File: src/rtl/core/pcls_pkg.sv
package pcls_pkg;

    localparam int DATA_W = 32;
    localparam int FRAC_W = 16;
    localparam int PROD_W = 2 * DATA_W;
    localparam int QNUM_W = DATA_W + FRAC_W;
    localparam int UDATA_W = DATA_W - 1;
    localparam int IDX_W = 3;

    typedef logic [DATA_W-1:0] word_t;
    typedef logic [UDATA_W-1:0] uword_t;
    typedef logic [PROD_W-1:0] prod_t;

    localparam prod_t POS_LIM = {{(PROD_W - DATA_W + 1){1'b0}}, {(DATA_W - 1){1'b1}}};
    localparam prod_t NEG_LIM = POS_LIM + prod_t'(1);
    localparam word_t WORD_MAX = {1'b0, {(DATA_W - 1){1'b1}}};
    localparam word_t WORD_MIN = {1'b1, {(DATA_W - 1){1'b0}}};

    typedef enum logic [IDX_W-1:0] {
        REG_INITIAL = 3'd0,
        REG_TARGET  = 3'd1,
        REG_GAIN_P  = 3'd2,
        REG_GAIN_I  = 3'd3,
        REG_GAIN_D  = 3'd4,
        REG_STEP    = 3'd5,
        REG_TOL     = 3'd6
    } reg_idx_t;

    localparam word_t  RST_INITIAL = word_t'(0);
    localparam word_t  RST_TARGET  = word_t'(655360);
    localparam word_t  RST_GAIN_P  = word_t'(6554);
    localparam word_t  RST_GAIN_I  = word_t'(6554);
    localparam word_t  RST_GAIN_D  = word_t'(6554);
    localparam uword_t RST_STEP    = uword_t'(6554);
    localparam uword_t RST_TOL     = uword_t'(655);

    typedef enum logic [3:0] {
        OP_NONE,
        OP_LOAD,
        OP_HOLD,
        OP_ERR,
        OP_DIFF,
        OP_MUL_EDT,
        OP_ACC_ESUM,
        OP_MUL_P,
        OP_ACC_P,
        OP_MUL_I,
        OP_ACC_I,
        OP_MUL_D,
        OP_ACC_D,
        OP_UPDATE,
        OP_CAPTURE
    } dp_op_t;

    typedef struct packed {
        dp_op_t op;
    } dp_cmd_t;

    typedef struct packed {
        logic settled;
        logic div_busy;
    } dp_status_t;

    function automatic word_t mag(input word_t a);
        mag = a[DATA_W-1] ? word_t'(-a) : a;
    endfunction

    function automatic word_t sat_add(input word_t a, input word_t b);
        logic [DATA_W:0] s;
        s = {a[DATA_W-1], a} + {b[DATA_W-1], b};
        if (s[DATA_W] != s[DATA_W-1])
            sat_add = s[DATA_W] ? WORD_MIN : WORD_MAX;
        else
            sat_add = s[DATA_W-1:0];
    endfunction

    function automatic word_t sat_sub(input word_t a, input word_t b);
        logic [DATA_W:0] s;
        s = {a[DATA_W-1], a} - {b[DATA_W-1], b};
        if (s[DATA_W] != s[DATA_W-1])
            sat_sub = s[DATA_W] ? WORD_MIN : WORD_MAX;
        else
            sat_sub = s[DATA_W-1:0];
    endfunction

    // signed result from magnitude and sign, clipped to the word range
    function automatic word_t sat_mag(input prod_t m, input logic neg);
        if (neg) begin
            if (m > NEG_LIM)
                sat_mag = WORD_MIN;
            else
                sat_mag = word_t'(-m[DATA_W-1:0]);
        end
        else begin
            if (m > POS_LIM)
                sat_mag = WORD_MAX;
            else
                sat_mag = m[DATA_W-1:0];
        end
    endfunction

endpackage

File: src/rtl/core/pid_closed_loop_step.sv
// Sequence: a restart or settled request goes from accept through the check and capture
// states to result valid; a full step also waits on the radix-2 divider for the slope.
// Throughput: one request at a time; the next is accepted the cycle after the result
// is registered, and capture waits while a pending result is stalled.
// Reset (rst_n, async low): registers to defaults, plant, integral and last error
// cleared, no result pending.
module pid_closed_loop_step
    import pcls_pkg::*;
(
    input  logic                     clk,
    input  logic                     rst_n,
    input  logic                     tick_valid,
    output logic                     tick_stall,
    input  logic                     restart,
    output logic                     result_valid,
    input  logic                     result_stall,
    output logic signed [DATA_W-1:0] plant_out,
    output logic signed [DATA_W-1:0] offset_out,
    output logic signed [DATA_W-1:0] slope_out,
    output logic signed [DATA_W-1:0] drive_out,
    output logic                     settled,
    input  logic                     cfg_valid,
    output logic                     cfg_ready,
    input  logic [IDX_W-1:0]         cfg_index,
    input  logic [DATA_W-1:0]        cfg_data
);

    dp_cmd_t    cmd;
    dp_status_t status;

    assign cfg_ready = 1'b1;

    pcls_ctrl u_ctrl (
        .clk          (clk),
        .rst_n        (rst_n),
        .tick_valid   (tick_valid),
        .tick_stall   (tick_stall),
        .restart      (restart),
        .result_valid (result_valid),
        .result_stall (result_stall),
        .cmd          (cmd),
        .status       (status)
    );

    pcls_dp u_dp (
        .clk       (clk),
        .rst_n     (rst_n),
        .cfg_valid (cfg_valid && cfg_ready),
        .cfg_index (cfg_index),
        .cfg_data  (cfg_data),
        .cmd       (cmd),
        .status    (status),
        .plant_q   (plant_out),
        .offset_q  (offset_out),
        .slope_q   (slope_out),
        .drive_q   (drive_out),
        .settled_q (settled)
    );

endmodule

File: src/rtl/core/pcls_div.sv
module pcls_div
    import pcls_pkg::*;
(
    input  logic   clk,
    input  logic   rst_n,
    input  logic   start,
    input  word_t  num_mag,
    input  logic   num_neg,
    input  uword_t divisor,
    output logic   busy,
    output word_t  quot
);

    localparam int CNT_W = $clog2(QNUM_W + 1);

    logic              busy_reg;
    logic [CNT_W-1:0]  cnt_reg;
    logic [QNUM_W-1:0] num_reg;
    logic [QNUM_W-1:0] q_reg;
    uword_t            rem_reg;
    uword_t            dvs_reg;
    logic              neg_reg;
    logic              zero_reg;

    logic [UDATA_W:0]  rem_sh;
    logic [UDATA_W:0]  rem_dif;
    logic              ge;

    assign rem_sh  = {rem_reg, num_reg[QNUM_W-1]};
    assign ge      = rem_sh >= {1'b0, dvs_reg};
    assign rem_dif = rem_sh - {1'b0, dvs_reg};

    always_ff @(posedge clk or negedge rst_n) begin
        if (!rst_n) begin
            busy_reg <= 1'b0;
            cnt_reg  <= '0;
        end
        else if (start) begin
            busy_reg <= 1'b1;
            cnt_reg  <= CNT_W'(QNUM_W);
        end
        else if (busy_reg) begin
            cnt_reg <= cnt_reg - CNT_W'(1);
            if (cnt_reg == CNT_W'(1))
                busy_reg <= 1'b0;
        end
    end

    always_ff @(posedge clk) begin
        if (start) begin
            num_reg  <= {num_mag, {FRAC_W{1'b0}}};
            q_reg    <= '0;
            rem_reg  <= '0;
            dvs_reg  <= divisor;
            neg_reg  <= num_neg;
            zero_reg <= (num_mag == '0);
        end
        else if (busy_reg) begin
            num_reg <= {num_reg[QNUM_W-2:0], 1'b0};
            q_reg   <= {q_reg[QNUM_W-2:0], ge};
            rem_reg <= ge ? rem_dif[UDATA_W-1:0] : rem_sh[UDATA_W-1:0];
        end
    end

    assign busy = busy_reg;
    assign quot = zero_reg ? '0
                : sat_mag({{(PROD_W - QNUM_W){1'b0}}, q_reg}, neg_reg);

endmodule

File: src/rtl/core/pcls_dp.sv
module pcls_dp
    import pcls_pkg::*;
(
    input  logic                clk,
    input  logic                rst_n,
    input  logic                cfg_valid,
    input  logic [IDX_W-1:0]    cfg_index,
    input  logic [DATA_W-1:0]   cfg_data,
    input  dp_cmd_t             cmd,
    output dp_status_t          status,
    output word_t               plant_q,
    output word_t               offset_q,
    output word_t               slope_q,
    output word_t               drive_q,
    output logic                settled_q
);

    word_t  initial_reg;
    word_t  target_reg;
    word_t  gain_p_reg;
    word_t  gain_i_reg;
    word_t  gain_d_reg;
    uword_t step_reg;
    uword_t tol_reg;

    word_t  plant_reg;
    word_t  esum_reg;
    word_t  last_reg;
    word_t  err_reg;
    prod_t  prod_reg;
    logic   prod_neg_reg;
    word_t  acc_reg;
    word_t  slope_reg;
    word_t  drive_reg;
    word_t  plant_out_reg;
    word_t  offset_out_reg;
    word_t  slope_out_reg;
    word_t  drive_out_reg;
    logic   settled_out_reg;

    word_t  offset;
    logic   in_band;
    word_t  diff;
    word_t  quot;
    logic   div_busy;
    word_t  mul_a;
    word_t  mul_b;
    logic   mul_neg;
    prod_t  prod_c;
    word_t  scaled;

    assign offset  = sat_sub(plant_reg, target_reg);
    assign in_band = mag(offset) <= {1'b0, tol_reg};
    assign diff    = sat_sub(err_reg, last_reg);
    assign scaled  = sat_mag(prod_reg >> FRAC_W, prod_neg_reg);

    pcls_div u_div (
        .clk     (clk),
        .rst_n   (rst_n),
        .start   (cmd.op == OP_DIFF),
        .num_mag (mag(diff)),
        .num_neg (diff[DATA_W-1]),
        .divisor (step_reg),
        .busy    (div_busy),
        .quot    (quot)
    );

    always_comb begin
        mul_a   = '0;
        mul_b   = '0;
        mul_neg = 1'b0;
        unique case (cmd.op)
            OP_MUL_EDT: begin
                mul_a   = mag(err_reg);
                mul_b   = {1'b0, step_reg};
                mul_neg = err_reg[DATA_W-1];
            end
            OP_MUL_P: begin
                mul_a   = mag(gain_p_reg);
                mul_b   = mag(err_reg);
                mul_neg = gain_p_reg[DATA_W-1] ^ err_reg[DATA_W-1];
            end
            OP_MUL_I: begin
                mul_a   = mag(gain_i_reg);
                mul_b   = mag(esum_reg);
                mul_neg = gain_i_reg[DATA_W-1] ^ esum_reg[DATA_W-1];
            end
            OP_MUL_D: begin
                mul_a   = mag(gain_d_reg);
                mul_b   = mag(quot);
                mul_neg = gain_d_reg[DATA_W-1] ^ quot[DATA_W-1];
            end
            default: begin
                mul_a   = '0;
                mul_b   = '0;
                mul_neg = 1'b0;
            end
        endcase
    end

    assign prod_c = {{DATA_W{1'b0}}, mul_a} * {{DATA_W{1'b0}}, mul_b};

    always_ff @(posedge clk or negedge rst_n) begin
        if (!rst_n) begin
            initial_reg <= RST_INITIAL;
            target_reg  <= RST_TARGET;
            gain_p_reg  <= RST_GAIN_P;
            gain_i_reg  <= RST_GAIN_I;
            gain_d_reg  <= RST_GAIN_D;
            step_reg    <= RST_STEP;
            tol_reg     <= RST_TOL;
        end
        else if (cfg_valid) begin
            unique case (cfg_index)
                REG_INITIAL: initial_reg <= cfg_data;
                REG_TARGET:  target_reg  <= cfg_data;
                REG_GAIN_P:  gain_p_reg  <= cfg_data;
                REG_GAIN_I:  gain_i_reg  <= cfg_data;
                REG_GAIN_D:  gain_d_reg  <= cfg_data;
                REG_STEP:    step_reg    <= cfg_data[UDATA_W-1:0];
                REG_TOL:     tol_reg     <= cfg_data[UDATA_W-1:0];
                default: ;
            endcase
        end
    end

    always_ff @(posedge clk or negedge rst_n) begin
        if (!rst_n) begin
            plant_reg <= '0;
            esum_reg  <= '0;
            last_reg  <= '0;
        end
        else begin
            unique case (cmd.op)
                OP_LOAD: begin
                    plant_reg <= initial_reg;
                    esum_reg  <= '0;
                    last_reg  <= '0;
                end
                OP_ACC_ESUM: esum_reg <= sat_add(esum_reg, scaled);
                OP_UPDATE: begin
                    plant_reg <= sat_add(plant_reg, drive_reg);
                    last_reg  <= err_reg;
                end
                default: ;
            endcase
        end
    end

    always_ff @(posedge clk) begin
        unique case (cmd.op)
            OP_LOAD, OP_HOLD: begin
                slope_reg <= '0;
                drive_reg <= '0;
            end
            OP_ERR: err_reg <= sat_sub(target_reg, plant_reg);
            OP_MUL_EDT, OP_MUL_P, OP_MUL_I: begin
                prod_reg     <= prod_c;
                prod_neg_reg <= mul_neg;
            end
            OP_MUL_D: begin
                prod_reg     <= prod_c;
                prod_neg_reg <= mul_neg;
                slope_reg    <= quot;
            end
            OP_ACC_P: acc_reg <= scaled;
            OP_ACC_I: acc_reg <= sat_add(acc_reg, scaled);
            OP_ACC_D: drive_reg <= sat_add(acc_reg, scaled);
            OP_CAPTURE: begin
                plant_out_reg   <= plant_reg;
                offset_out_reg  <= offset;
                slope_out_reg   <= slope_reg;
                drive_out_reg   <= drive_reg;
                settled_out_reg <= in_band;
            end
            default: ;
        endcase
    end

    assign status.settled  = in_band;
    assign status.div_busy = div_busy;

    assign plant_q   = plant_out_reg;
    assign offset_q  = offset_out_reg;
    assign slope_q   = slope_out_reg;
    assign drive_q   = drive_out_reg;
    assign settled_q = settled_out_reg;

endmodule

File: src/rtl/core/pcls_ctrl.sv
module pcls_ctrl
    import pcls_pkg::*;
(
    input  logic       clk,
    input  logic       rst_n,
    input  logic       tick_valid,
    output logic       tick_stall,
    input  logic       restart,
    output logic       result_valid,
    input  logic       result_stall,
    output dp_cmd_t    cmd,
    input  dp_status_t status
);

    typedef enum logic [3:0] {
        S_IDLE,
        S_CHECK,
        S_DIFF,
        S_MUL_EDT,
        S_ACC_ESUM,
        S_MUL_P,
        S_ACC_P,
        S_MUL_I,
        S_ACC_I,
        S_WAIT_DIV,
        S_MUL_D,
        S_ACC_D,
        S_UPDATE,
        S_CAPTURE
    } state_t;

    state_t state_reg;
    logic   restart_reg;
    logic   out_valid_reg;
    logic   out_free;

    assign out_free = !out_valid_reg || !result_stall;

    always_comb begin
        cmd.op = OP_NONE;
        unique case (state_reg)
            S_CHECK: begin
                if (restart_reg)
                    cmd.op = OP_LOAD;
                else if (status.settled)
                    cmd.op = OP_HOLD;
                else
                    cmd.op = OP_ERR;
            end
            S_DIFF:     cmd.op = OP_DIFF;
            S_MUL_EDT:  cmd.op = OP_MUL_EDT;
            S_ACC_ESUM: cmd.op = OP_ACC_ESUM;
            S_MUL_P:    cmd.op = OP_MUL_P;
            S_ACC_P:    cmd.op = OP_ACC_P;
            S_MUL_I:    cmd.op = OP_MUL_I;
            S_ACC_I:    cmd.op = OP_ACC_I;
            S_MUL_D:    cmd.op = OP_MUL_D;
            S_ACC_D:    cmd.op = OP_ACC_D;
            S_UPDATE:   cmd.op = OP_UPDATE;
            S_CAPTURE:  cmd.op = out_free ? OP_CAPTURE : OP_NONE;
            default:    cmd.op = OP_NONE;
        endcase
    end

    always_ff @(posedge clk or negedge rst_n) begin
        if (!rst_n) begin
            state_reg     <= S_IDLE;
            restart_reg   <= 1'b0;
            out_valid_reg <= 1'b0;
        end
        else begin
            if (state_reg == S_CAPTURE && out_free)
                out_valid_reg <= 1'b1;
            else if (!result_stall)
                out_valid_reg <= 1'b0;
            unique case (state_reg)
                S_IDLE: begin
                    if (tick_valid) begin
                        restart_reg <= restart;
                        state_reg   <= S_CHECK;
                    end
                end
                S_CHECK: begin
                    if (restart_reg || status.settled)
                        state_reg <= S_CAPTURE;
                    else
                        state_reg <= S_DIFF;
                end
                S_DIFF:     state_reg <= S_MUL_EDT;
                S_MUL_EDT:  state_reg <= S_ACC_ESUM;
                S_ACC_ESUM: state_reg <= S_MUL_P;
                S_MUL_P:    state_reg <= S_ACC_P;
                S_ACC_P:    state_reg <= S_MUL_I;
                S_MUL_I:    state_reg <= S_ACC_I;
                S_ACC_I:    state_reg <= S_WAIT_DIV;
                S_WAIT_DIV: begin
                    if (!status.div_busy)
                        state_reg <= S_MUL_D;
                end
                S_MUL_D:    state_reg <= S_ACC_D;
                S_ACC_D:    state_reg <= S_UPDATE;
                S_UPDATE:   state_reg <= S_CAPTURE;
                S_CAPTURE: begin
                    if (out_free)
                        state_reg <= S_IDLE;
                end
                default:    state_reg <= S_IDLE;
            endcase
        end
    end

    assign tick_stall   = (state_reg != S_IDLE);
    assign result_valid = out_valid_reg;

    a_accept_check: assert property (@(posedge clk) disable iff (!rst_n)
        (tick_valid && !tick_stall) |=> state_reg == S_CHECK)
        else $error("request accepted without entering check");

    a_div_started: assert property (@(posedge clk) disable iff (!rst_n)
        (state_reg == S_DIFF) |=> status.div_busy)
        else $error("divider not busy after start");

    a_div_done: assert property (@(posedge clk) disable iff (!rst_n)
        (state_reg == S_MUL_D) |-> !status.div_busy)
        else $error("derivative used before divide finished");

    a_capture: assert property (@(posedge clk) disable iff (!rst_n)
        (state_reg == S_CAPTURE && out_free) |=> (result_valid && state_reg == S_IDLE))
        else $error("capture did not present result");

endmodule

File: config.mk
export PLATFORM = sky130hd
export DESIGN_NAME = pid_closed_loop_step
export DESIGN_NICKNAME = d
export VERILOG_FILES = /design/src/rtl/core/pcls_pkg.sv /design/src/rtl/core/pid_closed_loop_step.sv /design/src/rtl/core/pcls_div.sv /design/src/rtl/core/pcls_dp.sv /design/src/rtl/core/pcls_ctrl.sv
export SDC_FILE = /design/constraint.sdc
export NUM_CORES = 2
export LEC_CHECK = 0
export BUFFER_PORTS_ARGS = -buffer_cell sky130_fd_sc_hd__buf_2
export CAP_MARGIN = 20
export CORE_MARGIN = 5
export CORE_UTILIZATION = 50
export CTS_CLUSTER_DIAMETER = 30
export DETAILED_ROUTE_END_ITERATION = 8
export GPL_ROUTABILITY_DRIVEN = 0
export PLACE_DENSITY = 0.68
export SYNTH_ARGS = -nofsm -noshare
export SYNTH_HDL_FRONTEND = slang
export SYNTH_SLANG_ARGS = --single-unit
File: constraint.sdc
create_clock -name clk -period 12.8 [get_ports clk]
set_input_delay 3.84 -clock clk [delete_from_list [all_inputs] [get_ports clk]]
set_output_delay 3.84 -clock clk [all_outputs]
set_load 0.01 [all_outputs]
==> qor.yml <==
outcome:
  status: "finished, final reports clean"
route:
  drt-initial-drc-count: 7524
  wire_per_inst_um: 23.4
  ant_nets: 0
  drt-total-wl_mm: 269
  vias_per_cell: 5.99
  dr.pass1.iters: 9
  drc: 0
  via_count: 68785
critical_path:
  critical_path.max_fanout: 10
  ff2ff_path_depth: 43
  critPathTopFamily: "adder cells"
  end_kind: "register"
  reg2reg_slack_ns: 0.33
  path_class: "register to register"
  worstPathRequired_ns: 13.30
  arrival_ns: 12.97
  cp_slowest_stage_delay_ns: 0.72
  critical_path_cell_count: 43
  startpoint_type: "register"
  crit_path_top_delay_cell: "a211oi_4"
  path_buf_inv: 8
  crit_path_frequent_cell: "fa_1"
flow_run:
  cap_viol_max_count: 0
timing:
  tns_ns: 0
  post-route-period-util_pct: 97.4
  drv_slew: 0
  setup_ws_ns: 0.328
  min_period_ns: 12.47
  max_freq_mhz: 80.2
  hold_viol: 0
  skew_ns: 0.0597
  worstMarginPinSlew_ns: 1.29
  slew_headroom_pct: 13.4
  setup_viol: 0
  holdWs_ns: 0.414
  grt_setup_unrepaired: "true"
grt:
  grt_pass1_vias: 68704
  grt_max_degree: 157
  antenna_found_initial: 24
  overflow: 0
  grt_pass1_wl_mm: 410
  grt_usage_pct: 30.8
die:
  dieArea_um2: 172000
  start_util_pct: 50.3
  dieHeight_um: 414
  pin_count: 173
  rows: 148
  fp.dieW_um: 414
  core_um2: 163000
synthesis:
  synthCells: 8988
  syn-cell-area_um2: 81800
  synth.largest_area_cell: "fa_1"
  synthesis.nets: 10461
  syn_area_per_cell_um2: 9.10
  synth-edff-count: 371
  ys_ff_latch: 781
  yosys_warnings: 0
  ys.flop_type: "edfxtp_1"
  ys_seq_area_share_pct: 25.7
  ys_types: 100
  synth_top_area_share_pct: 22.1
  ys_async_sr_fraction_pct: 42.4
  synthTopCellsByArea: "fa_1 22%, edfxtp_1 14%, dfrtp_1 9.0%, ha_1 8.1%, inv_1 5.8%"
clocking:
  cts_made_buffers: 184
  hold_buffers: 0
  clk_pin_slew_ns: 0.05
  htreeDepth: 4
  clk_latency_ns: 0.82
  cts_tree: "done"
  cts_buffer_depth: 3
  root_buffer: "clkbuf_16"
  numClockSinks: 781
layout:
  fillerInstances: 14182
  synthToLayoutAreaGrowth_pct: 13.5
  fin_nets: 10607
  final_util_pct: 57.1
  drive_above_1_share_pct: 12.2
place:
  dp_hpwl_mm: 209
  port_buffers: 171
  post-place-ws_ns: 0.277
worst_hold_path:
  worstHoldPathCells: 0
  hold_class: "register to register"
[cells in the final DEF (no fill, tap or decap), types with 206 or more instances in the layout]
cell,n
inv_1,1252
nor2_1,1043
nand2_1,909
fa_1,902
ha_1,530
o21ai_0,392
edfxtp_1,371
a21oi_1,345
dfrtp_1,294
xor2_1,229
buf_4,206
[routing by layer]
layer | wire length [µm] | share of wire (%) | up-vias | GRT usage [%]
met5 | 93 | 0.035 | - | 0
met4 | 18500 | 6.9 | 12 | 17.8
met3 | 30300 | 11 | 914 | 8.55
met2 | 118000 | 44 | 3594 | 46.9
met1 | 102000 | 38 | 34112 | 39.5
li1 | - | - | 30153 | -
[cells in the mapped netlist (15+ instances only)]
master     number
a32oi_1        31
a211oi_1       34
dfrtp_1       295
a31oi_1        41
o2bb2ai_1      29
and2_1         57
ha_1          530
fa_1          902
dfxtp_1        79
nor2_1       1048
nor4_1         56
xnor2_1       205
inv_1        1253
o22ai_1        44
a211o_1        15
dfstp_2        36
nor3b_1        21
o31ai_1        91
o21a_1         74
o21bai_1       33
nand4_1        51
nand2_1       914
buf_1          23
or2_2          56
nand2b_1      138
o41ai_1        31
mux2_2        190
nand3_1        87
o211ai_1       34
edfxtp_1      371
nor3_1        117
or3_1          89
o311ai_0       33
and3_1         27
mux2i_1        70
o21ai_0       395
clkbuf_1      406
a21boi_0       17
xor2_1        229
or4_1          40
a21oi_1       350
nor2b_1        65
a21o_1        130
[cells by family after synthesis]
| family | Yosys count | share of synthesized area, % |
|---|---|---|
| simple gates | 2832 | 15.7 |
| buf+inv | 1690 | 7.79 |
| compound gates | 1553 | 12.4 |
| fa+ha+maj | 1437 | 30.3 |
| flops | 781 | 25.7 |
| xor+xnor | 434 | 4.65 |
| mux | 260 | 3.47 |
| other cells | 1 | 0.00459 |
[layout make-up]
class / instances / area [µm²] / area share, %
Multi-Input combinational cell: 6517 / 54900 / 59.2
Antenna cell: 10 / 25.0 / 0.0270
Tap cell: 2175 / 2720 / 2.93
Clock buffer: 215 / 4930 / 5.32
Timing Repair Buffer: 395 / 2720 / 2.93
Clock inverter: 135 / 1710 / 1.84
Inverter: 1255 / 4710 / 5.08
Sequential cell: 781 / 21100 / 22.7
[worst paths after layout]
path | endpoint | startpoint
worst max-delay path | u_dp.prod_reg[33]$_DFFE_PP_ | u_dp.u_div.q_reg[0]$_SDFFE_PN0P_
worst min-delay path | u_dp.slope_q[11]$_DFFE_PN_ | u_dp.slope_reg[11]$_SDFFCE_PP0P_
worst max register to register | u_dp.prod_reg[33]$_DFFE_PP_ | u_dp.u_div.q_reg[0]$_SDFFE_PN0P_
worst min register to register | u_dp.slope_q[11]$_DFFE_PN_ | u_dp.slope_reg[11]$_SDFFCE_PP0P_
max in group asynchronous | u_dp.gain_p_reg[27]$_DFFE_PN0P_ | rst_n
min in group asynchronous | u_dp.tol_reg[11]$_DFFE_PN0P_ | rst_n
[through the flow]
stage / area, µm² / std cells
global route: 92800 / 11475
finish: 92800 / 11483
detailed placement: 85800 / 11109
global placement: 85800 / 11104
CTS: 92500 / 11459
floorplan: 81800 / 8988
[worst register-to-register path, delay by kind of cell, from the launching register on]
kind                     cells  cell delay, ns
AND/OR/NAND/NOR              7            2.03
flip-flops                   1            0.39
buffers and inverters        8            1.06
AO/OA/AOI/OAI               15            3.83
XOR/XNOR                     2            0.45
adder cells (fa/ha/maj)     11            4.41
[what timing repair did]
action                                  in CTS  in global routing
endpoints found under the setup margin       0                 17
gates resized for setup                      0                 14
buffers inserted                             0                  7
Power is left out: the tool's default activity adds up to more than one toggle a clock period on the data nets, which glitch-free logic cannot reach.
